### src/calendar_clock_counter_top_macros.svh
// assertion macros for the calendar clock counter
`ifndef CALENDAR_CLOCK_COUNTER_TOP_MACROS_SVH
`define CALENDAR_CLOCK_COUNTER_TOP_MACROS_SVH

// same-cycle implication, checked outside reset
`define CALCC_ASSERT_IMPLY(label, ante, cons, msg) \
    label: assert property (@(posedge clk) disable iff (!rst_n) (ante) |-> (cons)) \
        else $error(msg);

// next-cycle implication, checked outside reset
`define CALCC_ASSERT_NEXT(label, ante, cons, msg) \
    label: assert property (@(posedge clk) disable iff (!rst_n) (ante) |=> (cons)) \
        else $error(msg);

`endif

### src/calcc_pkg.sv
// shared types, constants and helpers of the calendar clock counter
`default_nettype none

package calcc_pkg;

    // opcodes
    localparam logic OP_TICK = 1'b0;
    localparam logic OP_SET  = 1'b1;

    // configuration register indexes
    localparam logic CFG_VALID_YEAR   = 1'b0;
    localparam logic CFG_SECONDS_STEP = 1'b1;

    // calendar limits
    localparam int SEC_PER_MIN   = 60;
    localparam int MIN_PER_HOUR  = 60;
    localparam int HOUR_PER_DAY  = 24;
    localparam int MONTH_LAST    = 12;
    localparam int MONTH_FEB     = 2;
    localparam int DAY_LONG_LAST = 31;
    localparam int DAY_FEB_LAST  = 28;
    localparam int WEEKDAY_LAST  = 7;

    // reset values
    localparam logic [15:0] RST_YEAR    = 16'd2022;
    localparam logic [5:0]  RST_STEP    = 6'd10;
    localparam logic [3:0]  RST_MONTH   = 4'd1;
    localparam logic [4:0]  RST_DAY     = 5'd1;
    localparam logic [2:0]  RST_WEEKDAY = 3'd1;
    localparam logic [15:0] RST_WEEK    = 16'd1;

    // full clock state
    typedef struct packed {
        logic [15:0] year;
        logic [3:0]  month;
        logic [4:0]  day;
        logic [4:0]  hour;
        logic [5:0]  minute;
        logic [5:0]  second;
        logic [2:0]  weekday;
        logic [15:0] week;
    } clock_t;

    // one input beat
    typedef struct packed {
        logic        opcode;
        logic [15:0] year;
        logic [3:0]  month;
        logic [4:0]  day;
        logic [4:0]  hour;
        logic [5:0]  minute;
        logic [5:0]  second;
        logic [2:0]  weekday;
        logic [15:0] week;
    } item_t;

    // april, june, september, november
    function automatic logic is_thirty_day(input logic [3:0] m);
        return m inside {4'd4, 4'd6, 4'd9, 4'd11};
    endfunction

endpackage

`default_nettype wire

### src/calcc_step.sv
// next clock state for one tick or set beat
`default_nettype none

module calcc_step
    import calcc_pkg::*;
(
    input  wire item_t       item,
    input  wire clock_t      cur,
    input  wire logic [15:0] valid_year,
    input  wire logic [5:0]  seconds_step,
    output clock_t           nxt,
    output logic             accepted
);

    logic [6:0] sec_sum;
    logic [5:0] min_inc;
    logic [4:0] hour_inc;
    logic       sec_carry;
    logic       min_carry;
    logic       hour_carry;
    logic [4:0] day_inc;
    logic       leap;
    logic       month_end;
    logic [3:0] month_inc;
    logic       date_ok;
    logic       time_ok;
    clock_t     tick_clk;
    clock_t     set_clk;

    // seconds, minutes and hours carry chain
    always_comb
    begin
        sec_sum    = {1'b0, cur.second} + {1'b0, seconds_step};
        sec_carry  = (sec_sum >= 7'(SEC_PER_MIN));
        min_inc    = cur.minute + 6'd1;
        min_carry  = sec_carry && (min_inc >= 6'(MIN_PER_HOUR));
        hour_inc   = cur.hour + 5'd1;
        hour_carry = min_carry && (hour_inc >= 5'(HOUR_PER_DAY));
    end

    // day, month and year rollover
    always_comb
    begin
        leap      = (cur.year[1:0] == 2'd0);
        day_inc   = cur.day + 5'd1;
        month_end = (day_inc == 5'd0)
                 || (day_inc == 5'(DAY_LONG_LAST) && is_thirty_day(cur.month))
                 || (cur.month == 4'(MONTH_FEB)
                     && ((day_inc == 5'd30 && leap) || (day_inc == 5'd29 && !leap)));
        month_inc = cur.month + 4'd1;
    end

    // tick result
    always_comb
    begin
        tick_clk = cur;
        if (!sec_carry)
        begin
            tick_clk.second = sec_sum[5:0];
        end
        else
        begin
            tick_clk.second = 6'd0;
            tick_clk.minute = min_inc;
            if (min_carry)
            begin
                tick_clk.minute = 6'd0;
                tick_clk.hour   = hour_inc;
            end
            if (hour_carry)
            begin
                tick_clk.hour = 5'd0;
                tick_clk.day  = day_inc;
                if (month_end)
                begin
                    tick_clk.day   = 5'd1;
                    tick_clk.month = month_inc;
                    if (month_inc == 4'(MONTH_LAST + 1))
                    begin
                        tick_clk.month = 4'd1;
                        tick_clk.year  = cur.year + 16'd1;
                    end
                end
                if (cur.weekday == 3'(WEEKDAY_LAST))
                begin
                    tick_clk.weekday = 3'd1;
                    tick_clk.week    = cur.week + 16'd1;
                end
                else
                begin
                    tick_clk.weekday = cur.weekday + 3'd1;
                end
            end
        end
    end

    // set validation and partial load
    always_comb
    begin
        date_ok = (item.year == valid_year)
               && (item.day != 5'd0)
               && (item.month >= 4'd1) && (item.month <= 4'(MONTH_LAST))
               && !(item.day == 5'(DAY_LONG_LAST)
                    && (item.month == 4'(MONTH_FEB) || is_thirty_day(item.month)))
               && !(item.month == 4'(MONTH_FEB) && item.day > 5'(DAY_FEB_LAST));
        time_ok = (item.hour <= 5'(HOUR_PER_DAY - 1))
               && (item.minute <= 6'(MIN_PER_HOUR - 1))
               && (item.second <= 6'(SEC_PER_MIN - 1));
        set_clk         = cur;
        set_clk.weekday = item.weekday;
        set_clk.week    = item.week;
        if (date_ok)
        begin
            set_clk.year  = item.year;
            set_clk.month = item.month;
            set_clk.day   = item.day;
            if (time_ok)
            begin
                set_clk.hour   = item.hour;
                set_clk.minute = item.minute;
                set_clk.second = item.second;
            end
        end
    end

    // pick by opcode
    always_comb
    begin
        case (item.opcode)
            OP_SET:
            begin
                nxt      = set_clk;
                accepted = date_ok && time_ok;
            end
            default:
            begin
                nxt      = tick_clk;
                accepted = 1'b1;
            end
        endcase
    end

endmodule

`default_nettype wire

### src/calendar_clock_counter_top.sv
// calendar clock counter top level: input stage, clock state and result
//
//   channel | direction | handshake            | payload
//   in      | in        | in_valid / in_ready   | opcode, set_year .. set_week
//   out     | out       | out_valid / out_ready | accepted, cur_year .. cur_week
//   cfg     | in        | cfg_valid / cfg_ready | cfg_index, cfg_data
//
// one beat per cycle sustained while out_ready holds; a result passes through the
// input register, then the clock state register that drives the result ports.
// the carry chain from seconds to year is evaluated combinationally by calcc_step.
// reset puts the clock at 2022-01-01 00:00:00, weekday 1, week 1, step 10.
// an output stall holds the clock state; the input register still takes one beat.
// cfg is always ready; the user must write it only while the block is idle, as the block does not enforce this.
`default_nettype none

`include "calendar_clock_counter_top_macros.svh"

module calendar_clock_counter_top
    import calcc_pkg::*;
(
    input  wire logic        clk,
    input  wire logic        rst_n,
    // input channel
    input  wire logic        in_valid,
    output logic             in_ready,
    input  wire logic        opcode,
    input  wire logic [15:0] set_year,
    input  wire logic [3:0]  set_month,
    input  wire logic [4:0]  set_day,
    input  wire logic [4:0]  set_hour,
    input  wire logic [5:0]  set_minute,
    input  wire logic [5:0]  set_second,
    input  wire logic [2:0]  set_weekday,
    input  wire logic [15:0] set_week,
    // result channel
    output logic             out_valid,
    input  wire logic        out_ready,
    output logic             accepted,
    output logic [15:0]      cur_year,
    output logic [3:0]       cur_month,
    output logic [4:0]       cur_day,
    output logic [4:0]       cur_hour,
    output logic [5:0]       cur_minute,
    output logic [5:0]       cur_second,
    output logic [2:0]       cur_weekday,
    output logic [15:0]      cur_week,
    // configuration channel
    input  wire logic        cfg_valid,
    output logic             cfg_ready,
    input  wire logic        cfg_index,
    input  wire logic [15:0] cfg_data
);

    logic        in_valid_reg;
    item_t       item_reg;
    clock_t      clock_reg;
    clock_t      clock_next;
    logic        accepted_reg;
    logic        accepted_next;
    logic        out_valid_reg;
    logic [15:0] valid_year_reg;
    logic [5:0]  seconds_step_reg;
    logic        step_fire;

    // handshake control
    assign step_fire = in_valid_reg && (!out_valid_reg || out_ready);
    assign in_ready  = !in_valid_reg || step_fire;
    assign cfg_ready = 1'b1;

    // configuration registers
    always_ff @(posedge clk or negedge rst_n)
    begin
        if (!rst_n)
        begin
            valid_year_reg   <= RST_YEAR;
            seconds_step_reg <= RST_STEP;
        end
        else if (cfg_valid && cfg_ready)
        begin
            case (cfg_index)
                CFG_VALID_YEAR:   valid_year_reg   <= cfg_data;
                CFG_SECONDS_STEP: seconds_step_reg <= cfg_data[5:0];
                default:          valid_year_reg   <= valid_year_reg;
            endcase
        end
    end

    // input stage valid
    always_ff @(posedge clk or negedge rst_n)
    begin
        if (!rst_n)
        begin
            in_valid_reg <= 1'b0;
        end
        else if (in_ready)
        begin
            in_valid_reg <= in_valid;
        end
    end

    // input stage payload
    always_ff @(posedge clk)
    begin
        if (in_valid && in_ready)
        begin
            item_reg <= '{opcode:  opcode,
                          year:    set_year,
                          month:   set_month,
                          day:     set_day,
                          hour:    set_hour,
                          minute:  set_minute,
                          second:  set_second,
                          weekday: set_weekday,
                          week:    set_week};
        end
    end

    // next clock state
    calcc_step u_step (
        .item         (item_reg),
        .cur          (clock_reg),
        .valid_year   (valid_year_reg),
        .seconds_step (seconds_step_reg),
        .nxt          (clock_next),
        .accepted     (accepted_next)
    );

    // clock state doubles as the result register
    always_ff @(posedge clk or negedge rst_n)
    begin
        if (!rst_n)
        begin
            clock_reg     <= '{year:    RST_YEAR,
                               month:   RST_MONTH,
                               day:     RST_DAY,
                               hour:    5'd0,
                               minute:  6'd0,
                               second:  6'd0,
                               weekday: RST_WEEKDAY,
                               week:    RST_WEEK};
            accepted_reg  <= 1'b0;
            out_valid_reg <= 1'b0;
        end
        else if (step_fire)
        begin
            clock_reg     <= clock_next;
            accepted_reg  <= accepted_next;
            out_valid_reg <= 1'b1;
        end
        else if (out_ready)
        begin
            out_valid_reg <= 1'b0;
        end
    end

    // result ports
    assign out_valid   = out_valid_reg;
    assign accepted    = accepted_reg;
    assign cur_year    = clock_reg.year;
    assign cur_month   = clock_reg.month;
    assign cur_day     = clock_reg.day;
    assign cur_hour    = clock_reg.hour;
    assign cur_minute  = clock_reg.minute;
    assign cur_second  = clock_reg.second;
    assign cur_weekday = clock_reg.weekday;
    assign cur_week    = clock_reg.week;

    // checks
    `CALCC_ASSERT_NEXT(a_fire_gives_result, step_fire, out_valid_reg,
        "processed beat did not produce a result")
    `CALCC_ASSERT_NEXT(a_state_holds, !step_fire,
        $stable(clock_reg) && $stable(accepted_reg),
        "clock state changed without a processed beat")
    `CALCC_ASSERT_NEXT(a_input_holds, in_valid_reg && !step_fire, in_valid_reg,
        "input stage dropped a waiting beat")
    `CALCC_ASSERT_IMPLY(a_time_range, 1'b1,
        clock_reg.second < 6'(SEC_PER_MIN) && clock_reg.minute < 6'(MIN_PER_HOUR)
        && clock_reg.hour < 5'(HOUR_PER_DAY),
        "time of day out of range")
    `CALCC_ASSERT_IMPLY(a_month_range, 1'b1,
        clock_reg.month >= 4'd1 && clock_reg.month <= 4'(MONTH_LAST),
        "month out of range")

endmodule

`default_nettype wire

### config.mk
export PLATFORM = sky130hd
export DESIGN_NAME = calendar_clock_counter_top
export DESIGN_NICKNAME = d
export VERILOG_FILES = /design/src/calcc_pkg.sv /design/src/calcc_step.sv /design/src/calendar_clock_counter_top.sv
export VERILOG_INCLUDE_DIRS = /design/src /design/src/src
export SDC_FILE = /design/constraint.sdc
export NUM_CORES = 1
export LEC_CHECK = 0
export BUFFER_PORTS_ARGS = -buffer_cell sky130_fd_sc_hd__buf_2
export CORE_MARGIN = 2
export CORE_UTILIZATION = 47
export CTS_CLUSTER_SIZE = 10
export DETAILED_ROUTE_END_ITERATION = 8
export PLACE_DENSITY = 0.78
export SYNTH_ARGS = -nofsm -noshare
export SYNTH_HDL_FRONTEND = slang
export SYNTH_SLANG_ARGS = --single-unit
export TNS_END_PERCENT = 20
### constraint.sdc
create_clock -name clk -period 7.4 [get_ports clk]
set_input_delay 0.37 -clock clk [delete_from_list [all_inputs] [get_ports clk]]
set_output_delay 0.37 -clock clk [all_outputs]
set_load 0.005 [all_outputs]
=== Yosys cells after proc, flatten, opt, wreduce, memory -nomap -nowiden ===
Index checks and enable logic that the tools add are counted.

* Register bits after elaboration: 148
* Input port bits: 84
* Logic and storage cells: 126

* $add $sub $neg: 8
* $lt $le $gt $ge: 9
* Equal/unequal tests: 19
* Reductions and logical operators: 51
* Bitwise logic cells: 1
* Mux-type cells: 16

{| class="wikitable"
|+ Operators by type and width
! kind !! number
|-
| 61-bit two-way mux || 1
|-
| 42-bit two-way mux || 1
|-
| 19-bit two-way mux || 2
|-
| 36-bit two-way mux || 1
|-
| 16-bit by 1-bit adder with 16-bit output, second input constant || 2
|-
| 30-bit two-way mux || 1
|-
| 25-bit two-way mux || 1
|-
| 4-bit equality test, second input constant || 5
|-
| 5-bit equality test, second input constant || 4
|-
| 20-bit two-way mux || 1
|-
| 1-bit logical AND || 18
|-
| 17-bit two-way mux || 1
|-
| 16-bit equality test || 1
|-
| 4-bit by 3-bit equality test with 1-bit output, second input constant || 4
|-
| 16-bit two-way mux || 1
|-
| 6-bit <= comparator, second input constant || 2
|-
| 4-bit AND reduction || 3
|-
| 2-bit nonzero test || 6
|-
| 11-bit two-way mux || 1
|-
| 5-bit by 1-bit adder with 5-bit output, second input constant || 2
|-
| 5-bit AND reduction || 2
|-
| 4-bit by 2-bit equality test with 1-bit output, second input constant || 2
|-
| 4-bit nonzero test || 2
|-
| 6-bit by 6-bit adder with 7-bit output || 1
|-
| other kinds (25) || 39
|}

=== Logic depth before layout (Yosys ltp) ===
Gate-level depths: netlist of run 1.

* Word-level depth: 10
* Depth in mapped cells: 12
* Depth with buffers taken out: 10

=== By module ===
A second synthesis of run 1 with hierarchy kept.

* Cells, all modules: 742
* Area total of the unflattened synthesis: 8760.9 µm²

{| class="wikitable"
|+ Modules (own cells, without submodules)
! module !! sequential area each (µm²) !! area an instance (µm²) !! cells each !! instances
|-
| calendar_clock_counter_top || 4041.4 || 5408.9 || 250 || 1
|-
| calcc_step || 0.0 || 3352.0 || 492 || 1
|}

=== Worst setup path before layout of run 1 ===
OpenSTA, ideal clock, no wires.

* Path kind: register -> register
* Start point: register seconds_step_reg[1]
* End point: register clock_reg, in the netlist cur_year[0]
* Slack: 4.488 ns
* Library setup time: 0.125 ns
* Cell stages (with the launch flop): 10
* Data arrival time: 2.788 ns
* Cells stage by stage: dfstp_2 -> inv_1 -> fa_1 -> nand2b_1 -> a21oi_1 -> xor2_1 -> a31oi_2 -> nor3b_2 -> o21a_2 -> mux2_2

* Word-level cells in the longest chain between the ends: 6
* Elaborated cells on any way between the ends: 7

{| class="wikitable"
|+ Ends and longest elaborated chain
! element !! line !! RTL
|-
| start, declared || calendar_clock_counter_top.sv:62 || <nowiki>logic [5:0] seconds_step_reg;</nowiki>
|-
| start signal, assigned || calendar_clock_counter_top.sv:82 || <nowiki>CFG_SECONDS_STEP: seconds_step_reg <= cfg_data[5:0];</nowiki>
|-
| 6-bit by 6-bit adder with 7-bit output (*) || calcc_step.sv:33 || <nowiki>sec_sum = {1'b0, cur.second} + {1'b0, seconds_step};</nowiki>
|-
| 7-bit by 6-bit greater-or-equal comparator with 1-bit output (*) || calcc_step.sv:34 || <nowiki>sec_carry = (sec_sum >= 7'(SEC_PER_MIN));</nowiki>
|-
| 1-bit logical AND || calcc_step.sv:36 || <nowiki>min_carry = sec_carry && (min_inc >= 6'(MIN_PER_HOUR));</nowiki>
|-
| 1-bit logical AND || calcc_step.sv:38 || <nowiki>hour_carry = min_carry && (hour_inc >= 5'(HOUR_PER_DAY));</nowiki>
|-
| 2-bit nonzero test (no source line) || -- ||
|-
| 6-bit AND reduction (no source line) (*) || -- ||
|-
| end signal, assigned || calendar_clock_counter_top.sv:133 || <nowiki>clock_reg <= '{year: RST_YEAR,</nowiki>
|-
| end signal, assigned || calendar_clock_counter_top.sv:146 || <nowiki>clock_reg <= clock_next;</nowiki>
|-
| end, declared || calendar_clock_counter_top.sv:56 || <nowiki>clock_t clock_reg;</nowiki>
|}

Mark *: on every way between the ends. The rest lies on a longest branch, timed or not.
A chain may end at the register's enable or synchronous reset.

=== Worst setup path in the final report of run 1 ===
* Start point: register seconds_step_reg[1]
* End point: register clock_reg, in the netlist cur_year[7]

The elaborated chain is that of the path after synthesis.

==> reports/results.tsv, run 1 <==
metric	value	unit
status	complete, no violations	
syn_to_final_growth	19.9	%
gp_congestion	0.869	
setup-tns-final	0	ps
yosys-top-cells-area	edfxtp_1 (24%), dfrtp_1 (21%), dfstp_2 (7.6%), mux2_2 (5.0%), ha_1 (3.9%)	
clock_latency	430	ps
endpoint_kind	flip-flop	
cts-root-buf	clkbuf_16	
wl_per_cell	18.6	um
numCtsBuffers	17	
synthFlopType	dfrtp_1	
power.leakage	3.80	nW
cap_violations	0	
h-tree-depth	4	
final_layout_size_suffix_gt1_share	31.1	%
arrival	4170	ps
period_share	51.4	%
ant_nets	0	
totalWireLength	19500	um
path_buf_inv	1	
fin_crit	3800	ps
routed_via_density	5.82	
synth_nets	785	
grt_pass1_wl	31900	um
start_util	48.1	%
hold_violations	0	
syn_inst	676	
fin_util	57.7	%
crit_chain	inv_1, fa_1, nand2b_1, a21oi_1, xor2_1, a31o_2, nand4_1, o41ai_1, a22o_1	
synth_most_common_cell	nand2_1	
cp-start-kind	flip-flop	
rows	46	
hold-worst-slack	112	ps
hp-class	in2reg	
crit_fanout	21	
reg2reg_depth	9	
rsz0062_at_grt	false	
nNetsFinal	931	
synthDistinctLibCells	77	
largest_reg_flops	62	
drt-pass1-iter-count	5	
dp_hpwl	14000	um
dieArea	17300	um2
synth_top_area_share	24.3	%
nFillCells	1368	
clkTransAtPathRegs	60	ps
grt_pass1_vias	6164	
die_w	132	um
syn_area	7650	um2
setup_viol	0	
track_usage	23.3	%
synth_common_cells	nand2_1 (74), dfrtp_1 (64), edfxtp_1 (62), nand3_1 (39)	
cp.depth	9	
ys_seq_elements	148	
port_buffers	147	
synth_top_cell_by_area	edfxtp_1	
skew	8.62	ps
cp.required	7770	ps
synth_edf_count	62	
clock_path_buffers	2	
drt_iter0_markers	481	
worst_path_max_delay_cell	nand4_1	
cpPeakStageDelay	770	ps
cts_resized	0	
syn_area_per_cell	11.3	um2
worstMarginPinSlew	913	ps
die_h	132	um
power_density	303	nW/um2
critPathKind	reg2reg	
max_freq	263	MHz
gr-total-overflow	0	
antenna_found_initial	2	
holdPathStages	1	
ys_warn_count	0	
critPathTopFamily	compound AO/OA/AOI/OAI gates	
relSlewSlack	38.9	%
ir_drop	0.000173	V
final_max_slew_viol_count	0	
drc	0	
core	15900	um2
cts.sinks	148	
tritoncts	yes	
dr_total_vias	6122	
post_cts_buffers	0	
yosysSeqAreaShare	52.9	%
grt_max_degree	73	
io_pins	149	
ys_async_sr_fraction	58.1	%
-- final timing paths --
check | end | from | slack (ps)
hold reg to reg | cur_week[12]$_DFFE_PN0P_ | item_reg[12]$_DFFE_PP_ | 470
setup reg to reg | cur_year[7]$_DFFE_PN1P_ | seconds_step_reg[1]$_DFFE_PN1P_ | 3600
setup / recovery | cur_year[7]$_DFFE_PN1P_ | seconds_step_reg[1]$_DFFE_PN1P_ | 3600
hold / removal | item_reg[7]$_DFFE_PP_ | set_week[7] | 110
min in group asynchronous | cur_minute[2]$_DFFE_PN0P_ | rst_n | 460
max in group asynchronous | cur_year[12]$_DFFE_PN0P_ | rst_n | 5860
-- cell type report --
cell class	count	area [um2]	area share (%)
sequential	148	4040	44.1
clock inverter	11	135	1.47
tap	216	270	2.95
multi-input combinational	478	3390	37.0
inverter	24	90.1	0.983
timing repair buffer	153	786	8.57
antenna	1	2.50	0.0273
clock buffer	21	450	4.91
-- kinds of logic (layout without fill, tap and decap cells) --
kind of cell	Yosys count	in the layout	synth area share, %
flip-flops	148	148	52.9
XOR/XNOR	20	20	2.29
other	1	2	0.0490
adder cells (fa/ha/maj)	25	25	4.19
multiplexers	40	40	5.79
AO/OA/AOI/OAI	156	156	16.3
AND/OR/NAND/NOR	236	236	15.7
buffers and inverters	50	209	2.80
-- stage by stage --
step | power [mW] | cell area (um2) | instances | setup slack, ps
floorplan | 1.64 | 7650 | 676 | 4490
global placement | 1.89 | 8570 | 1018 | 3760
detailed placement | 1.92 | 8570 | 1018 | 3660
CTS | 2.78 | 9170 | 1051 | 3640
global route | 2.93 | 9170 | 1051 | 3280
finish | 2.77 | 9170 | 1052 | 3600
-- repair_timing --
item / 4_1_cts / 5_1_grt
endpoints found under the setup margin: 0 / 0
hold buffers: 1 / 0
hold endpoints to repair: 27 / 0
-- metal layers --
metal / GRT usage, % / vias up / wire (um)
met5: 0 / - / 7
met4: 9.12 / 2 / 530
met3: 6.21 / 38 / 1400
met1: 29.2 / 2956 / 8030
li1: - / 2862 / -
met2: 38.4 / 264 / 9550
-- cells in the final DEF (no fill, tap or decap), types with 7 or more instances in the layout --
master     synthesis  layout
a21oi_1           15      15
a22o_1            11      11
a32o_1            10      10
a32oi_1            7       7
and3_1            12      12
buf_2              6     146
clkbuf_16          0      17
dfrtp_1           64      64
dfstp_2           22      22
edfxtp_1          62      62
ha_1              24      24
inv_1             24      24
mux2_2            34      34
nand2_1           74      74
nand2b_1          12      12
nand3_1           39      39
nand4_1           12      12
nor2_1            34      34
nor3_1            10      10
o21ai_0           24      24
o22ai_1            9       9
o31ai_1           10      10
o32ai_1            7       7
xnor2_1           16      16
-- power by group --
part | switching, mW | internal, mW
Clock | 0.328 | 0.534
Sequential | 0.161 | 1.01
Combinational | 0.417 | 0.324
(Power assumes the default switching activity.)
==> inputs of run 2 (changes only) <==
clock period = 3.5 ns   (was 7.4 ns; I/O delays follow)
==> run 2 against run 1 <==
Net effect:
- critical endpoint is now cur_month[1]$_DFFE_PN0P_
- setup slack lost 3400 ps
- count of clock-buffer cells in the layout increased by 6
- hold slack got worse by 100 ps
- power grew 120%
- clock power is 110% higher
- core utilization up 5.0 points
- largest cell class unchanged
- via count rose by 8.4%
- sequential power grew 110%
- clock skew up 3.0 ps
==> reports/results.tsv, run 2 (synthesis gave the netlist of run 1 again) <==
metric	value	unit
max_freq	305	MHz
gr-total-overflow	0	
crit_fanout	9	
nNetsFinal	1011	
port_buffers	147	
clkTransAtPathRegs	60	ps
antenna_cells	0	
cap_violations	0	
drt-pass1-iter-count	5	
io_pins	149	
rows	46	
regArea	4040	um2
holdCritStartpoint	cfg_data[4]	
rrSetupSlack	220	ps
final_cell_mix	buf_2 (146), nand2_1 (74), dlygate4sd3_1 (73)	
worstMarginPinSlew	1050	ps
grt_max_degree	79	
setup_viol	0	
cpPeakStageDelay	430	ps
nFillCells	1239	
cp-start-kind	flip-flop	
die_w	132	um
totalWireLength	21800	um
start_util	48.1	%
period_share	93.8	%
skew	11.6	ps
cp.required	3800	ps
grt_pass1_wl	34600	um
cts.sinks	148	
status	complete, no violations	
arrival	3590	ps
final_layout_size_suffix_gt1_share	29.5	%
final_common_cell	buf_2	
hold_violations	0	
power.leakage	4.17	nW
cts-root-buf	clkbuf_16	
dr_total_vias	6637	
p_total	6.00	mW
rsz0062_at_grt	false	
largest_reg_flops	62	
ant_nets	0	
grt_pass1_vias	6669	
drt_iter0_markers	542	
gp_congestion	0.881	
relSlewSlack	30.0	%
cp-startpoint	cur_second[0]$_DFFE_PN0P_	
fin_crit	3280	ps
post_cts_buffers	0	
crit_chain	ha_1, inv_1, fa_1, nand2b_1, a21oi_1, xor2_1, a31oi_2, o21ai_2, and2_1, mux2_2	
ir_drop	0.000318	V
clock_path_buffers	2	
critPathTopFamily	compound AO/OA/AOI/OAI gates	
setup-tns-final	0	ps
path_buf_inv	1	
dp_hpwl	14300	um
die_h	132	um
cts_resized	0	
dieArea	17300	um2
critPathKind	reg2reg	
multi_input_area	3390	um2
worst_path_max_delay_cell	o21ai_2	
hp-class	in2reg	
core	15900	um2
endpoint_kind	flip-flop	
numCtsBuffers	17	
final_max_slew_viol_count	0	
routed_via_density	5.87	
power_density	602	nW/um2
clock_latency	430	ps
drc	0	
wl_per_cell	19.2	um
r2r-start	cur_second[0]$_DFFE_PN0P_	
track_usage	25.3	%
h-tree-depth	4	
tritoncts	yes	
antenna_found_initial	0	
syn_to_final_growth	30.3	%
holdBufCountCts	72	
## run 2: cell count changes in the layout (fill, tap and decap cells not counted), moves of 2 or more
cell / change
inv_4: +2
clkinv_1: -2
clkbuf_16: +4
clkinvlp_4: -3
bufinv_16: -3
buf_4: +8
clkbuf_8: +2
dlygate4sd3_1: +72
## run 2: worst paths after layout
path | to | cells past startpoint
setup / recovery | cur_month[1]$_DFFE_PN0P_ | 10
hold / removal | valid_year_reg[4]$_DFFE_PN0P_ | 2
setup reg to reg | cur_month[1]$_DFFE_PN0P_ | 10
hold reg to reg | cur_week[10]$_DFFE_PN0P_ | 2
max in group asynchronous | valid_year_reg[7]$_DFFE_PN1P_ | 3
min in group asynchronous | cur_minute[1]$_DFFE_PN0P_ | 2
## run 2: cell type report
type	instances	area share, %
well taps	216	2.71
clock buffers	27	5.80
multi-input cells	478	34.0
clock inverters	5	0.276
inverters	24	0.904
repair buffers	233	15.7
flip-flops and latches	148	40.6
## run 2: power breakdown
| part | total, mW | internal, mW | switching, mW |
|---|---|---|---|
| registers | 2.49 | 2.14 | 0.353 |
| clock network | 1.83 | 1.13 | 0.701 |
| logic | 1.67 | 0.753 | 0.921 |
## run 2: stage by stage
stage	area [um2]	hold WS [ps]	cells	util, %	setup WS, ps
floorplan	7650	-121	676	-	588
global placement	8630	351	1026	54.3	409
detailed placement	8630	353	1026	54.3	297
CTS	9960	4.06	1130	62.7	264
global route	9970	8.07	1131	62.7	29.5
finish	9970	10.9	1131	62.7	217
## run 2: layer usage
metal  GRT usage [%]  up-vias  part of all wire (%)
li1                -     3024                     -
met1            30.9     3254                    41
met2            42.5      302                    49
met3            6.21       57                   6.6
met4            11.1        0                   3.5
met5               0        -                     0
## run 2: worst reg2reg max path: stages (launching register included)
cell and delay, ps:
dfrtp_1 380, ha_1 190, inv_1 60, fa_1 390, nand2b_1 170, a21oi_1 230
xor2_1 370, a31oi_2 280, o21ai_2 430, and2_1 280, mux2_2 370
==> inputs of run 3 (changes only) <==
CELL_PAD_IN_SITES_DETAIL_PLACEMENT = 0   (was default)
CELL_PAD_IN_SITES_GLOBAL_PLACEMENT = 1   (was default)
CORE_UTILIZATION = 45   (was 47)
PLACE_DENSITY = 0.88   (was 0.78)
SYNTH_HIERARCHICAL = 1   (was default)
==> run 3 against run 2 <==
Net effect:
- power is 6.1% higher
- clock skew rose by 1.9 ps
- register-to-register slack lost 90 ps
- global-route usage is 2.4 points lower
- via count grew 3.2%
- critical path depth did not move
- non-clock buffer count increased by 12
- hold slack improved by 5.8 ps
- count of clock-buffer cells in the layout is 7 lower
- clock power is 10% higher
- flip-flop and latch count stayed put
- final area grew 13%
==> reports/results.tsv, run 3 <==
metric	value	unit
synth_common_cells	mux2_4 (66), dfrtp_1 (64), edfxtp_1 (62), nand2_1 (55), mux2_2 (36)	
skew	13.6	ps
start_util	45.5	%
die_h	144	um
drt_iter0_markers	503	
grt_max_degree	75	
fin_crit	3370	ps
wl_per_cell	18.3	um
status	complete, no violations	
core	19300	um2
final_cell_mix	buf_2 (146), dlygate4sd3_1 (76), mux2_4 (66)	
setup_viol	0	
endpoint_kind	flip-flop	
grt_pass1_wl	36500	um
hp-class	in2reg	
routed_via_density	5.50	
power_density	566	nW/um2
yosys-top-cells-area	edfxtp_1 (21%), dfrtp_1 (18%), mux2_4 (11%), dfstp_2 (6.6%), mux2_2 (4.6%)	
grt_pass1_vias	6938	
syn_to_final_growth	28.4	%
drt-pass1-iter-count	5	
clock_path_buffers	2	
period_share	96.3	%
p_total	6.36	mW
dr_total_vias	6847	
gr-total-overflow	0	
hold-worst-slack	16.6	ps
ys_warn_count	6	
largest_reg_flops	62	
final_common_cell	buf_2	
rows	51	
totalWireLength	22800	um
h-tree-depth	4	
syn_area	8760	um2
relSlewSlack	43.4	%
clkTransAtPathRegs	60	ps
power.leakage	4.80	nW
drc	0	
final_max_slew_viol_count	0	
antenna_found_initial	0	
cp-start-kind	flip-flop	
ys_async_sr_fraction	58.1	%
final_layout_size_suffix_gt1_share	36.0	%
io_pins	149	
tritoncts	yes	
synth_edf_count	62	
rrSetupSlack	130	ps
ir_drop	0.000412	V
synthDistinctLibCells	75	
nNetsFinal	1075	
ys_seq_elements	148	
dp_hpwl	15500	um
cap_violations	0	
crit_fanout	33	
worstMarginPinSlew	850	ps
synth_top_area_share	21.3	%
hold_violations	0	
gp_congestion	0.815	
clock_latency	420	ps
synthFlopType	dfrtp_1	
antenna_cells	0	
synth_nets	849	
die_w	144	um
yosysSeqAreaShare	46.1	%
cts.sinks	148	
arrival	3680	ps
port_buffers	147	
max_freq	297	MHz
dieArea	20600	um2
numCtsBuffers	17	
syn_area_per_cell	11.8	um2
syn_inst	742	
post_cts_buffers	0	
cp.required	3810	ps
cts-root-buf	clkbuf_16	
track_usage	22.8	%
synth_top_cell_by_area	edfxtp_1	
ant_nets	0	
critPathKind	reg2reg	
synth_most_common_cell	mux2_4	
## run 3: cell count changes after synthesis, moves of 8 or more
cell,before,now
a32o_1,10,0
nand2_1,74,55
o21ai_1,0,9
nor4_1,4,17
xor2_1,4,25
mux2_4,0,66
nand3_1,39,30
nand2b_1,12,4
xnor2_1,16,28
nor4_2,0,11
o31ai_1,10,2
a22o_1,11,2
## run 3: worst max-delay path, stage by stage, from the launching register on
cell and delay [ps]:
dfstp_2 540, ha_1 220, a211o_1 310, a2111oi_4 310, nor3b_2 100, o41a_2 550, buf_12 190, nor4b_2 350
xor2_1 110, mux2_2 270, mux2_4 260
## run 3: layer usage
layer  global-route usage, %  vias up  part of all wire [%]
met5                       0        -                     0
met4                    6.40        0                   1.5
met3                    4.77       25                   4.9
met2                    38.8      193                    51
met1                    29.6     3404                    43
li1                        -     3225                     -
## run 3: cells by family (layout without fill, tap and decap cells)
logic type	count (synthesis)	after routing	synth area share (%)
compound gates	115	115	9.13
xor+xnor	53	53	5.30
fa+ha+maj	23	23	3.37
buf+inv	56	295	3.41
flops	148	148	46.1
mux	115	115	17.4
other cells	1	1	0.0428
simple gates	231	231	15.2
## run 3: stage by stage
stage	cell area [um2]	worst slack (ps)	instances	setup TNS, ps	util, %
after floorplan	8760	390	742	0	-
after global placement	9790	184	1138	0	50.8
after detailed placement	9790	126	1138	0	50.8
after CTS	11200	108	1246	0	58.1
after global routing	11200	-2.38	1246	-2.38	58.4
final	11200	128	1246	0	58.4
## run 3: final cells by class
class	instances	area, um2
fill	1604	8020
multi-input combinational	538	4460
sequential	148	4040
timing repair buffer	245	1690
clock buffer	20	447
tap	265	332
clock inverter	12	204
inverter	18	67.6
## run 3: final timing paths
check / depth (start not counted) / startpoint / end
worst min register to register: 1 / seconds_step_reg[4]$_DFFE_PN0P_ / seconds_step_reg[4]$_DFFE_PN0P_
worst max register to register: 10 / seconds_step_reg[1]$_DFFE_PN1P_ / cur_week[4]$_DFFE_PN0P_
worst max-delay path: 10 / seconds_step_reg[1]$_DFFE_PN1P_ / cur_week[4]$_DFFE_PN0P_
max in group asynchronous: 3 / rst_n / cur_year[1]$_DFFE_PN1P_
worst min-delay path: 2 / cfg_data[2] / valid_year_reg[2]$_DFFE_PN1P_
min in group asynchronous: 2 / rst_n / cur_week[8]$_DFFE_PN0P_
## run 3: where the power goes
| group | total, mW | switching (mW) | internal (mW) |
|---|---|---|---|
| Sequential | 2.41 | 0.320 | 2.09 |
| Combinational | 1.93 | 0.945 | 0.980 |
| Clock | 2.02 | 0.736 | 1.29 |
## run 3: timing repair
item / 4_1_cts / 5_1_grt
endpoints found under the hold margin: 115 / 0
resized for setup: 0 / 10
hold buffers: 76 / 0
setup endpoints to repair: 0 / 13
